[config.mk]
export PLATFORM = sky130hd
export DESIGN_NAME = voxel_ray_traversal_core
export DESIGN_NICKNAME = d
export VERILOG_FILES = /design/src/sv/vrt_pkg.sv /design/src/sv/voxel_ray_traversal_core.sv /design/src/sv/vrt_root_unit.sv /design/src/sv/vrt_datapath.sv /design/src/sv/vrt_ctrl.sv
export SDC_FILE = /design/constraint.sdc
export NUM_CORES = 2
export LEC_CHECK = 0
export BUFFER_PORTS_ARGS = -buffer_cell sky130_fd_sc_hd__buf_2
export CORE_MARGIN = 2
export CORE_UTILIZATION = 45
export DETAILED_ROUTE_END_ITERATION = 16
export PLACE_DENSITY = 0.62
export SYNTH_ARGS = -nofsm -noshare
export SYNTH_HDL_FRONTEND = slang
export SYNTH_SLANG_ARGS = --single-unit
[constraint.sdc]
create_clock -name i_clk -period 10.86 [get_ports i_clk]
set_input_delay 2.172 -clock i_clk [delete_from_list [all_inputs] [get_ports i_clk]]
set_output_delay 2.172 -clock i_clk [all_outputs]
set_load 0.005 [all_outputs]
[src/sv/vrt_pkg.sv]
// ============================================================================
// Voxel ray traversal package
// Shared types, codes and a helper function for the traversal core.
// ============================================================================
package vrt_pkg;

    localparam int POS_W  = 40;
    localparam int DIR_W  = 16;
    localparam int DIST_W = 32;

    localparam logic [DIST_W-1:0] DIST_INF    = '1;
    localparam logic [DIST_W-1:0] MAX_DIST_RST = 32'h0010_0000;

    // Step sign codes: zero, plus one and minus one.
    localparam logic [1:0] SIGN_ZERO = 2'd0;
    localparam logic [1:0] SIGN_POS  = 2'd1;
    localparam logic [1:0] SIGN_NEG  = 2'd3;

    // Axis codes.
    localparam logic [1:0] AXIS_X = 2'd0;
    localparam logic [1:0] AXIS_Y = 2'd1;
    localparam logic [1:0] AXIS_Z = 2'd2;

    typedef enum logic [3:0] {
        S_IDLE,
        S_SQ,
        S_AXIS,
        S_ROOT,
        S_CROSS,
        S_PICK,
        S_EMIT
    } t_ctrl_state;

    typedef enum logic [1:0] {
        RP_IDLE,
        RP_DIV,
        RP_SQRT
    } t_root_phase;

    // Commands from the controller to the datapath.
    typedef struct packed {
        logic       load;
        logic       sq_en;
        logic       root_start;
        logic       cross_wr;
        logic       pick;
        logic       pick_step;
        logic       emit;
        logic [1:0] axis;
    } t_cmd;

    // Status from the datapath to the controller.
    typedef struct packed {
        logic root_done;
        logic mag_zero;
    } t_status;

    // Nearest crossing; ties go to the later axis.
    function automatic logic [1:0] pick_axis(input logic [DIST_W-1:0] cx,
                                             input logic [DIST_W-1:0] cy,
                                             input logic [DIST_W-1:0] cz);
        logic [1:0] res;
        if (cx < cy && cx < cz) begin
            res = AXIS_X;
        end else if (cy < cz) begin
            res = AXIS_Y;
        end else begin
            res = AXIS_Z;
        end
        return res;
    endfunction

endpackage

[src/sv/voxel_ray_traversal_core.sv]
// ============================================================================
// Voxel ray traversal core
// Walks a ray through a grid of unit voxels, one voxel per step word.
// ============================================================================
// A step word is taken in, then the nearest crossing is chosen and the ray
// moves, then the result register is loaded. For a start word, per axis
// with a nonzero direction component, one shared unit performs a bit-serial
// division followed by a bit-serial square root, and set-up adds squaring
// and crossing writes. The result register lets the next word be accepted
// while a result still waits to be taken. The max_distance register is
// written through the configuration channel, which is always ready, and
// should only be written while the core is idle.
module voxel_ray_traversal_core #(
    parameter int COORD_BITS = 24,
    parameter int FRAC_BITS  = 16
) (
    input  logic                          i_clk,
    input  logic                          i_rst_n,
    input  logic                          i_cfg_valid,
    output logic                          o_cfg_ready,
    input  logic [31:0]                   i_cfg_data,
    input  logic                          i_in_valid,
    output logic                          o_in_ready,
    input  logic                          i_action,
    input  logic signed [39:0]            i_pos_x,
    input  logic signed [39:0]            i_pos_y,
    input  logic signed [39:0]            i_pos_z,
    input  logic signed [15:0]            i_dir_x,
    input  logic signed [15:0]            i_dir_y,
    input  logic signed [15:0]            i_dir_z,
    output logic                          o_out_valid,
    input  logic                          i_out_ready,
    output logic signed [COORD_BITS-1:0]  o_voxel_x,
    output logic signed [COORD_BITS-1:0]  o_voxel_y,
    output logic signed [COORD_BITS-1:0]  o_voxel_z,
    output logic [2:0]                    o_entry_face,
    output logic [31:0]                   o_travel_distance,
    output logic                          o_keep_going
);
    import vrt_pkg::*;

    t_cmd    cmd;
    t_status status;

    assign o_cfg_ready = 1'b1;

    // Controller.
    vrt_ctrl u_ctrl (
        .i_clk       (i_clk),
        .i_rst_n     (i_rst_n),
        .i_in_valid  (i_in_valid),
        .o_in_ready  (o_in_ready),
        .i_action    (i_action),
        .o_out_valid (o_out_valid),
        .i_out_ready (i_out_ready),
        .o_cmd       (cmd),
        .i_status    (status)
    );

    // Datapath.
    vrt_datapath #(
        .COORD_BITS (COORD_BITS),
        .FRAC_BITS  (FRAC_BITS)
    ) u_dp (
        .i_clk             (i_clk),
        .i_rst_n           (i_rst_n),
        .i_cmd             (cmd),
        .o_status          (status),
        .i_cfg_we          (i_cfg_valid),
        .i_cfg_data        (i_cfg_data),
        .i_pos_x           (i_pos_x),
        .i_pos_y           (i_pos_y),
        .i_pos_z           (i_pos_z),
        .i_dir_x           (i_dir_x),
        .i_dir_y           (i_dir_y),
        .i_dir_z           (i_dir_z),
        .o_voxel_x         (o_voxel_x),
        .o_voxel_y         (o_voxel_y),
        .o_voxel_z         (o_voxel_z),
        .o_entry_face      (o_entry_face),
        .o_travel_distance (o_travel_distance),
        .o_keep_going      (o_keep_going)
    );

endmodule

[src/sv/vrt_root_unit.sv]
// ============================================================================
// Shared divide and square root unit
// Restoring division of a 64-bit numerator by a 32-bit divisor, one quotient
// bit a cycle, followed by a square root of the quotient, one root bit a cycle.
// ============================================================================
module vrt_root_unit (
    input  logic        i_clk,
    input  logic        i_rst_n,
    input  logic        i_start,
    input  logic [63:0] i_num,
    input  logic [31:0] i_den,
    output logic        o_done,
    output logic [31:0] o_root
);
    import vrt_pkg::*;

    t_root_phase r_phase, n_phase;
    logic [5:0]  r_cnt;
    logic [63:0] r_val;
    logic [33:0] r_rem;
    logic [31:0] r_den;
    logic [31:0] r_root;
    logic        r_done;

    logic [33:0] div_rem;
    logic [33:0] div_sub;
    logic        div_bit;
    logic [34:0] sq_rem;
    logic [34:0] sq_trial;
    logic [34:0] sq_sub;
    logic        sq_bit;

    // One division step and one root step.
    always_comb begin
        div_rem  = {r_rem[32:0], r_val[63]};
        div_sub  = div_rem - {2'b00, r_den};
        div_bit  = (div_rem >= {2'b00, r_den});
        sq_rem   = {r_rem[32:0], r_val[63:62]};
        sq_trial = {1'b0, r_root, 2'b01};
        sq_sub   = sq_rem - sq_trial;
        sq_bit   = (sq_rem >= sq_trial);
    end

    // Phase sequencing.
    always_comb begin
        n_phase = r_phase;
        case (r_phase)
            RP_IDLE: begin
                if (i_start) begin
                    n_phase = RP_DIV;
                end
            end
            RP_DIV: begin
                if (r_cnt == 6'd0) begin
                    n_phase = RP_SQRT;
                end
            end
            RP_SQRT: begin
                if (r_cnt == 6'd0) begin
                    n_phase = RP_IDLE;
                end
            end
            default: n_phase = RP_IDLE;
        endcase
    end

    always_ff @(posedge i_clk) begin
        if (!i_rst_n) begin
            r_phase <= RP_IDLE;
            r_done  <= 1'b0;
            r_cnt   <= '0;
        end else begin
            r_phase <= n_phase;
            r_done  <= (r_phase == RP_SQRT) && (r_cnt == 6'd0);
            case (r_phase)
                RP_IDLE: r_cnt <= 6'd63;
                RP_DIV:  r_cnt <= (r_cnt == 6'd0) ? 6'd31 : r_cnt - 6'd1;
                RP_SQRT: r_cnt <= r_cnt - 6'd1;
                default: r_cnt <= '0;
            endcase
        end
    end

    // Working registers.
    always_ff @(posedge i_clk) begin
        case (r_phase)
            RP_IDLE: begin
                if (i_start) begin
                    r_val <= i_num;
                    r_den <= i_den;
                    r_rem <= '0;
                end
            end
            RP_DIV: begin
                r_val <= {r_val[62:0], div_bit};
                if (r_cnt == 6'd0) begin
                    r_rem  <= '0;
                    r_root <= '0;
                end else begin
                    r_rem <= div_bit ? div_sub : div_rem;
                end
            end
            RP_SQRT: begin
                r_val  <= {r_val[61:0], 2'b00};
                r_rem  <= sq_bit ? sq_sub[33:0] : sq_rem[33:0];
                r_root <= {r_root[30:0], sq_bit};
            end
            default: ;
        endcase
    end

    assign o_done = r_done;
    assign o_root = r_root;

endmodule

[src/sv/vrt_datapath.sv]
// ============================================================================
// Traversal datapath
// Holds the ray state, the set-up arithmetic, the step logic, the
// max_distance register and the result word register.
// ============================================================================
module vrt_datapath #(
    parameter int COORD_BITS = 24,
    parameter int FRAC_BITS  = 16
) (
    input  logic                          i_clk,
    input  logic                          i_rst_n,
    input  vrt_pkg::t_cmd                 i_cmd,
    output vrt_pkg::t_status              o_status,
    input  logic                          i_cfg_we,
    input  logic [31:0]                   i_cfg_data,
    input  logic signed [39:0]            i_pos_x,
    input  logic signed [39:0]            i_pos_y,
    input  logic signed [39:0]            i_pos_z,
    input  logic signed [15:0]            i_dir_x,
    input  logic signed [15:0]            i_dir_y,
    input  logic signed [15:0]            i_dir_z,
    output logic signed [COORD_BITS-1:0]  o_voxel_x,
    output logic signed [COORD_BITS-1:0]  o_voxel_y,
    output logic signed [COORD_BITS-1:0]  o_voxel_z,
    output logic [2:0]                    o_entry_face,
    output logic [31:0]                   o_travel_distance,
    output logic                          o_keep_going
);
    import vrt_pkg::*;

    localparam int G_W    = FRAC_BITS + 1;
    localparam int PROD_W = DIST_W + G_W;

    logic [COORD_BITS-1:0] r_voxel [3];
    logic [DIST_W-1:0]     r_cross [3];
    logic [DIST_W-1:0]     r_step  [3];
    logic [1:0]            r_sign  [3];
    logic [15:0]           r_mag   [3];
    logic [FRAC_BITS-1:0]  r_frac  [3];
    logic [1:0]            r_axis;
    logic [DIST_W-1:0]     r_dist;
    logic                  r_go;
    logic [DIST_W-1:0]     r_max;
    logic [31:0]           r_sq;
    logic [PROD_W-1:0]     r_prod;

    logic [COORD_BITS-1:0] r_out_vox [3];
    logic [2:0]            r_out_face;
    logic [DIST_W-1:0]     r_out_dist;
    logic                  r_out_go;

    logic signed [39:0]    pos_in [3];
    logic signed [15:0]    dir_in [3];
    logic [15:0]           cur_mag;
    logic [31:0]           cur_sqr;
    logic [G_W-1:0]        cur_g;
    logic [31:0]           root;
    logic                  root_done;
    logic [DIST_W:0]       cross_full;
    logic [1:0]            pick_a;
    logic [DIST_W:0]       adv;

    assign pos_in[0] = i_pos_x;
    assign pos_in[1] = i_pos_y;
    assign pos_in[2] = i_pos_z;
    assign dir_in[0] = i_dir_x;
    assign dir_in[1] = i_dir_y;
    assign dir_in[2] = i_dir_z;

    // Shared squarer, the fraction gap for the current axis, the crossing scale-down and the nearest-axis pick.
    always_comb begin
        cur_mag = r_mag[i_cmd.axis];
        cur_sqr = {16'd0, cur_mag} * {16'd0, cur_mag};
        if (r_sign[i_cmd.axis] == SIGN_POS) begin
            cur_g = G_W'(1) << FRAC_BITS;
            cur_g = cur_g - {1'b0, r_frac[i_cmd.axis]};
        end else begin
            cur_g = {1'b0, r_frac[i_cmd.axis]};
        end
        cross_full = (DIST_W+1)'(r_prod >> FRAC_BITS);
        pick_a     = pick_axis(r_cross[0], r_cross[1], r_cross[2]);
        adv        = {1'b0, r_cross[pick_a]} + {1'b0, r_step[pick_a]};
    end

    vrt_root_unit u_root (
        .i_clk   (i_clk),
        .i_rst_n (i_rst_n),
        .i_start (i_cmd.root_start),
        .i_num   ({r_sq, 32'd0}),
        .i_den   (cur_sqr),
        .o_done  (root_done),
        .o_root  (root)
    );

    assign o_status.root_done = root_done;
    assign o_status.mag_zero  = (cur_mag == 16'd0);

    // Configuration register.
    always_ff @(posedge i_clk) begin
        if (!i_rst_n) begin
            r_max <= MAX_DIST_RST;
        end else if (i_cfg_we) begin
            r_max <= i_cfg_data;
        end
    end

    // Ray state: load, set-up, crossing write and step.
    always_ff @(posedge i_clk) begin
        if (!i_rst_n) begin
            for (int a = 0; a < 3; a++) begin
                r_voxel[a] <= '0;
                r_cross[a] <= DIST_INF;
                r_step[a]  <= '0;
                r_sign[a]  <= SIGN_ZERO;
            end
            r_axis <= AXIS_X;
            r_dist <= '0;
            r_go   <= 1'b0;
        end else begin
            if (i_cmd.load) begin
                for (int a = 0; a < 3; a++) begin
                    if (dir_in[a] == 16'sd0) begin
                        r_sign[a] <= SIGN_ZERO;
                        r_mag[a]  <= '0;
                    end else if (dir_in[a][15]) begin
                        r_sign[a] <= SIGN_NEG;
                        r_mag[a]  <= 16'(-dir_in[a]);
                    end else begin
                        r_sign[a] <= SIGN_POS;
                        r_mag[a]  <= dir_in[a];
                    end
                    r_voxel[a] <= COORD_BITS'(64'(signed'(pos_in[a])) >>> FRAC_BITS);
                    r_frac[a]  <= pos_in[a][FRAC_BITS-1:0];
                end
                r_sq <= '0;
            end
            if (i_cmd.sq_en) begin
                r_sq <= r_sq + cur_sqr;
            end
            if (root_done) begin
                r_step[i_cmd.axis] <= root;
                r_prod <= {{(PROD_W-DIST_W){1'b0}}, root}
                        * {{(PROD_W-G_W){1'b0}}, cur_g};
            end
            if (i_cmd.cross_wr) begin
                if (cur_mag == 16'd0) begin
                    r_step[i_cmd.axis]  <= '0;
                    r_cross[i_cmd.axis] <= DIST_INF;
                end else begin
                    r_cross[i_cmd.axis] <= cross_full[DIST_W] ? DIST_INF
                                                              : cross_full[DIST_W-1:0];
                end
            end
            if (i_cmd.pick) begin
                r_axis <= pick_a;
                r_dist <= r_cross[pick_a];
                if (i_cmd.pick_step && (r_cross[pick_a] > r_max)) begin
                    r_go <= 1'b0;
                end else begin
                    r_go <= 1'b1;
                    if (i_cmd.pick_step) begin
                        r_cross[pick_a] <= adv[DIST_W] ? DIST_INF : adv[DIST_W-1:0];
                        if (r_sign[pick_a] == SIGN_POS) begin
                            r_voxel[pick_a] <= r_voxel[pick_a] + COORD_BITS'(1);
                        end else if (r_sign[pick_a] == SIGN_NEG) begin
                            r_voxel[pick_a] <= r_voxel[pick_a] - COORD_BITS'(1);
                        end
                    end
                end
            end
        end
    end

    // Result word register.
    always_ff @(posedge i_clk) begin
        if (i_cmd.emit) begin
            for (int a = 0; a < 3; a++) begin
                r_out_vox[a] <= r_voxel[a];
            end
            r_out_face <= {r_axis, 1'b0} + {2'b00, (r_sign[r_axis] == SIGN_NEG)};
            r_out_dist <= r_dist;
            r_out_go   <= r_go;
        end
    end

    assign o_voxel_x         = r_out_vox[0];
    assign o_voxel_y         = r_out_vox[1];
    assign o_voxel_z         = r_out_vox[2];
    assign o_entry_face      = r_out_face;
    assign o_travel_distance = r_out_dist;
    assign o_keep_going      = r_out_go;

endmodule

[src/sv/vrt_ctrl.sv]
// ============================================================================
// Traversal controller
// Sequences ray set-up over the three axes, the step decision and the
// hand-over of each result word.
// ============================================================================
module vrt_ctrl (
    input  logic             i_clk,
    input  logic             i_rst_n,
    input  logic             i_in_valid,
    output logic             o_in_ready,
    input  logic             i_action,
    output logic             o_out_valid,
    input  logic             i_out_ready,
    output vrt_pkg::t_cmd    o_cmd,
    input  vrt_pkg::t_status i_status
);
    import vrt_pkg::*;

    t_ctrl_state r_state, n_state;
    logic [1:0]  r_axis, n_axis;
    logic        r_is_step, n_is_step;
    logic        r_out_valid;
    logic        accept;

    assign accept = i_in_valid && (r_state == S_IDLE);

    // State register.
    always_ff @(posedge i_clk) begin
        if (!i_rst_n) begin
            r_state     <= S_IDLE;
            r_axis      <= AXIS_X;
            r_is_step   <= 1'b0;
            r_out_valid <= 1'b0;
        end else begin
            r_state   <= n_state;
            r_axis    <= n_axis;
            r_is_step <= n_is_step;
            if (o_cmd.emit) begin
                r_out_valid <= 1'b1;
            end else if (i_out_ready) begin
                r_out_valid <= 1'b0;
            end
        end
    end

    // Next state and commands.
    always_comb begin
        n_state   = r_state;
        n_axis    = r_axis;
        n_is_step = r_is_step;
        o_cmd     = '0;
        o_cmd.axis = r_axis;
        case (r_state)
            S_IDLE: begin
                if (accept) begin
                    n_is_step = i_action;
                    n_axis    = AXIS_X;
                    o_cmd.load = !i_action;
                    n_state   = i_action ? S_PICK : S_SQ;
                end
            end
            S_SQ: begin
                o_cmd.sq_en = 1'b1;
                if (r_axis == AXIS_Z) begin
                    n_axis  = AXIS_X;
                    n_state = S_AXIS;
                end else begin
                    n_axis = r_axis + 2'd1;
                end
            end
            S_AXIS: begin
                if (i_status.mag_zero) begin
                    n_state = S_CROSS;
                end else begin
                    o_cmd.root_start = 1'b1;
                    n_state = S_ROOT;
                end
            end
            S_ROOT: begin
                if (i_status.root_done) begin
                    n_state = S_CROSS;
                end
            end
            S_CROSS: begin
                o_cmd.cross_wr = 1'b1;
                if (r_axis == AXIS_Z) begin
                    n_state = S_PICK;
                end else begin
                    n_axis  = r_axis + 2'd1;
                    n_state = S_AXIS;
                end
            end
            S_PICK: begin
                o_cmd.pick      = 1'b1;
                o_cmd.pick_step = r_is_step;
                n_state = S_EMIT;
            end
            S_EMIT: begin
                if (!r_out_valid || i_out_ready) begin
                    o_cmd.emit = 1'b1;
                    n_state = S_IDLE;
                end
            end
            default: n_state = S_IDLE;
        endcase
    end

    assign o_in_ready  = (r_state == S_IDLE);
    assign o_out_valid = r_out_valid;

endmodule

==> results.ini <==
[status]
status = complete, no violations

[hold_path]
hold_class = reg2reg
hold_path.startpoint = u_dp.r_dist[15]
whs_path_depth = 0
hold_end = u_dp.o_travel_distance[15]

[routing]
ant_nets = 0
first_pass_iters = 6
drt-vias-per-instance = 5.42
vias = 48600
drc = 0
detail_route.wl_per_cell_um = 20.1
drt_iter0_markers = 3114
routed_wl_mm = 180

[logic_synthesis]
ys_seq_area_frac = 0.342
synth_top_area_share = 0.315
syn_inst = 6719
netlist_area_um2 = 66500
synth.net_count = 8045
ys_types = 100
synth_top_area_cell = edfxtp_1
synth_edf_count = 698
ys_ff_latch = 786
synthFlopType = edfxtp_1
yosys_warnings = 0
async_reset_ff_frac = 0
synth_top_cells_by_area = edfxtp_1 32%, fa_1 18%, ha_1 9.5%
syn_area_per_cell_um2 = 9.89

[sta]
timing.fmax_mhz = 99.9
setup_viol = 0
hold_violations = 0
rsz0062_at_grt = false
setup_tns_ns = 0
setup_ws_ns = 0.852
finalCritPeriodShare = 0.922
drv_slew = 0
max-slew-margin-rel = 0.172
fin_skew_ns = 0.0240
worstMarginPinSlew_ns = 1.23
layout_min_cycle_time_ns = 10.01

[die]
die-area_um2 = 151000
initial_utilization = 0.452
core-area_um2 = 147000
die_w_um = 388
rows = 141
ios = 317
die_h_um = 388

[worst_setup_path]
worstReg2RegEnd = u_dp.r_prod[47]
crit_path_top_delay_cell = dfxtp_2
worstPathMaxFanout = 30
path_buf_inv = 5
worst-setup-path-type = reg2reg
path_delay_family = adder cells
worstSetupStartpointType = register
regToRegSetupSlack_ns = 0.85
reg2reg_depth = 32
critPathMaxStageDelay_ns = 0.74
crit_arrival_ns = 10.45
critPathRequiredTime_ns = 11.30
cpMostUsedCell = fa_1
crit_path_end_kind = register

[global_route]
grt_pass1_vias = 49800
antenna_found_initial = 18
grtUsageTotal = 0.236
grt_pass1_wl_mm = 280
grt_max_degree = 73
grt-ovfl-total = 0

[clock_network]
cts_resized = 0
cts.sinks = 786
path_clk_slew_ns = 0.06
ctsLongestPathBuffers = 3
clk_latency_ns = 0.71
cts_made_buffers = 89
htree_num_levels = 3
cts_setup_buffers = 0
postCtsHoldBufs = 0
cts_root_buffer = clkbuf_16
cts_tree = built

[placed_design]
hpwl_mm = 140
place.gp.congestion = 0.924
place_ws_ns = 0.833
numPortBuffers = 315

[final_layout]
drive_gt1_frac = 0.0996
final_nets = 8277
area_growth_pct = 10.5

[run]
cap_violations = 0

## routing by layer
layer / vias up / share of wire / GRT usage
met5: - / 0.00047 / 0
met4: 14 / 0.036 / 0.0859
met3: 323 / 0.056 / 0.0315
met2: 1450 / 0.49 / 0.411
met1: 23800 / 0.42 / 0.301
li1: 23000 / - / -
## per-stage QoR
| step | hold slack, ns | utilization | cells | area (um2) |
|---|---|---|---|---|
| 2_1_floorplan | 0.403 | - | 6719 | 66500 |
| 3_3_place_gp | 0.415 | 0.478 | 8790 | 70400 |
| 3_5_place_dp | 0.418 | 0.478 | 8790 | 70400 |
| 4_1_cts | 0.423 | 0.499 | 8956 | 73400 |
| 5_1_grt | 0.435 | 0.499 | 8958 | 73400 |
| 6_report | 0.428 | 0.499 | 8961 | 73400 |
## cell usage after synthesis, types with 27 or more instances
library cell / instances
a21boi_0: 34
a21o_1: 110
a21oi_1: 329
a22o_1: 93
a22oi_1: 38
a31oi_1: 27
and2_1: 169
and3_1: 31
buf_2: 34
clkbuf_1: 244
dfxtp_1: 88
edfxtp_1: 698
fa_1: 613
ha_1: 507
inv_1: 905
mux2i_1: 151
nand2_1: 952
nand2b_1: 30
nand3_1: 55
nand4_1: 38
nor2_1: 521
nor2b_1: 71
nor3_1: 61
o21a_1: 45
o21ai_0: 231
o21ai_1: 31
o21bai_1: 34
o22ai_1: 33
o22ai_2: 30
o31ai_1: 27
xnor2_1: 123
xor2_1: 99
## layout make-up
| cell class | count | area [um2] |
|---|---|---|
| repair buffers | 439 | 2510 |
| inverters | 914 | 3430 |
| flip-flops and latches | 786 | 22700 |
| multi-input cells | 4721 | 39300 |
| diodes | 5 | 12.5 |
| clock buffers | 105 | 2310 |
| fillers | 13600 | 73700 |
| well taps | 1930 | 2410 |
| clock inverters | 61 | 724 |
## sequential cells by signal (all words and copies together), names as in the netlist, 3 cells and up, named ones only
register	cells
u_dp.r_cross	96
u_ctrl.r_state	3
u_dp.r_out_vox	72
u_dp.u_root.r_cnt	6
u_dp.r_mag	48
u_dp.r_sign	6
u_dp.r_step	96
u_dp.r_dist	32
u_dp.u_root.r_rem	33
u_dp.r_sq	32
u_dp.u_root.r_val	64
u_dp.u_root.r_den	31
u_dp.u_root.o_root	32
u_dp.o_travel_distance	32
u_dp.r_voxel	72
u_dp.r_max	32
u_dp.r_frac	48
u_dp.o_entry_face	3
u_dp.r_prod	33
## worst reg2reg max path, delay by kind of cell, from the launching register on
kind / cells / cell delay [ns]
fa+ha+maj: 8 / 3.33
compound gates: 9 / 2.48
simple gates: 7 / 1.24
buf+inv: 5 / 1.15
flops: 1 / 0.74
xor+xnor: 2 / 0.55
mux: 1 / 0.24
## logic make-up (layout without fill, tap and decap cells)
family	after synthesis	in the layout	synth area share
multiplexers	153	153	0.0231
flip-flops	786	786	0.342
XOR/XNOR	225	225	0.0303
other	1	6	0.0000564
AO/OA/AOI/OAI	1204	1204	0.121
AND/OR/NAND/NOR	2018	2018	0.134
adder cells (fa/ha/maj)	1120	1120	0.280
buffers and inverters	1212	1519	0.0698
## placed cells by master (no fill, tap or decap), types with 30 or more instances in the layout
cell type  instances
a21boi_0          34
nand4_1           38
nand2_1          946
nand3_1           55
ha_1             506
clkbuf_16         89
xor2_1            90
nor3_1            61
and3_1            30
xnor2_1          118
buf_2            315
nor2_1           518
o21a_1            45
a22oi_1           38
o21ai_1           31
a22o_1            93
inv_1            904
a21oi_1          329
fa_1             613
o22ai_1           33
buf_4            124
dfxtp_1           86
mux2i_1          151
nor2b_1           71
edfxtp_1         698
a21o_1           109
o22ai_2           30
o21bai_1          34
nand2b_1          30
o21ai_0          227
and2_1           169
## how the worst max path moves through the flow
| stage | start | end | slack, ns | cells past startpoint |
|---|---|---|---|---|
| floorplan | register | u_dp.r_sq[31] | 2.55 | 37 |
| global placement | register | u_dp.r_prod[47] | 1.09 | 32 |
| detailed placement | register | u_dp.r_prod[47] | 0.83 | 32 |
| CTS | register | u_dp.r_prod[47] | 0.79 | 32 |
| global route | register | u_dp.r_prod[47] | 0.14 | 30 |
| finish | register | u_dp.r_prod[47] | 0.85 | 32 |
Power is not shown: default switching activity piles up to over one toggle a cycle in this logic, so the estimate is an artifact.
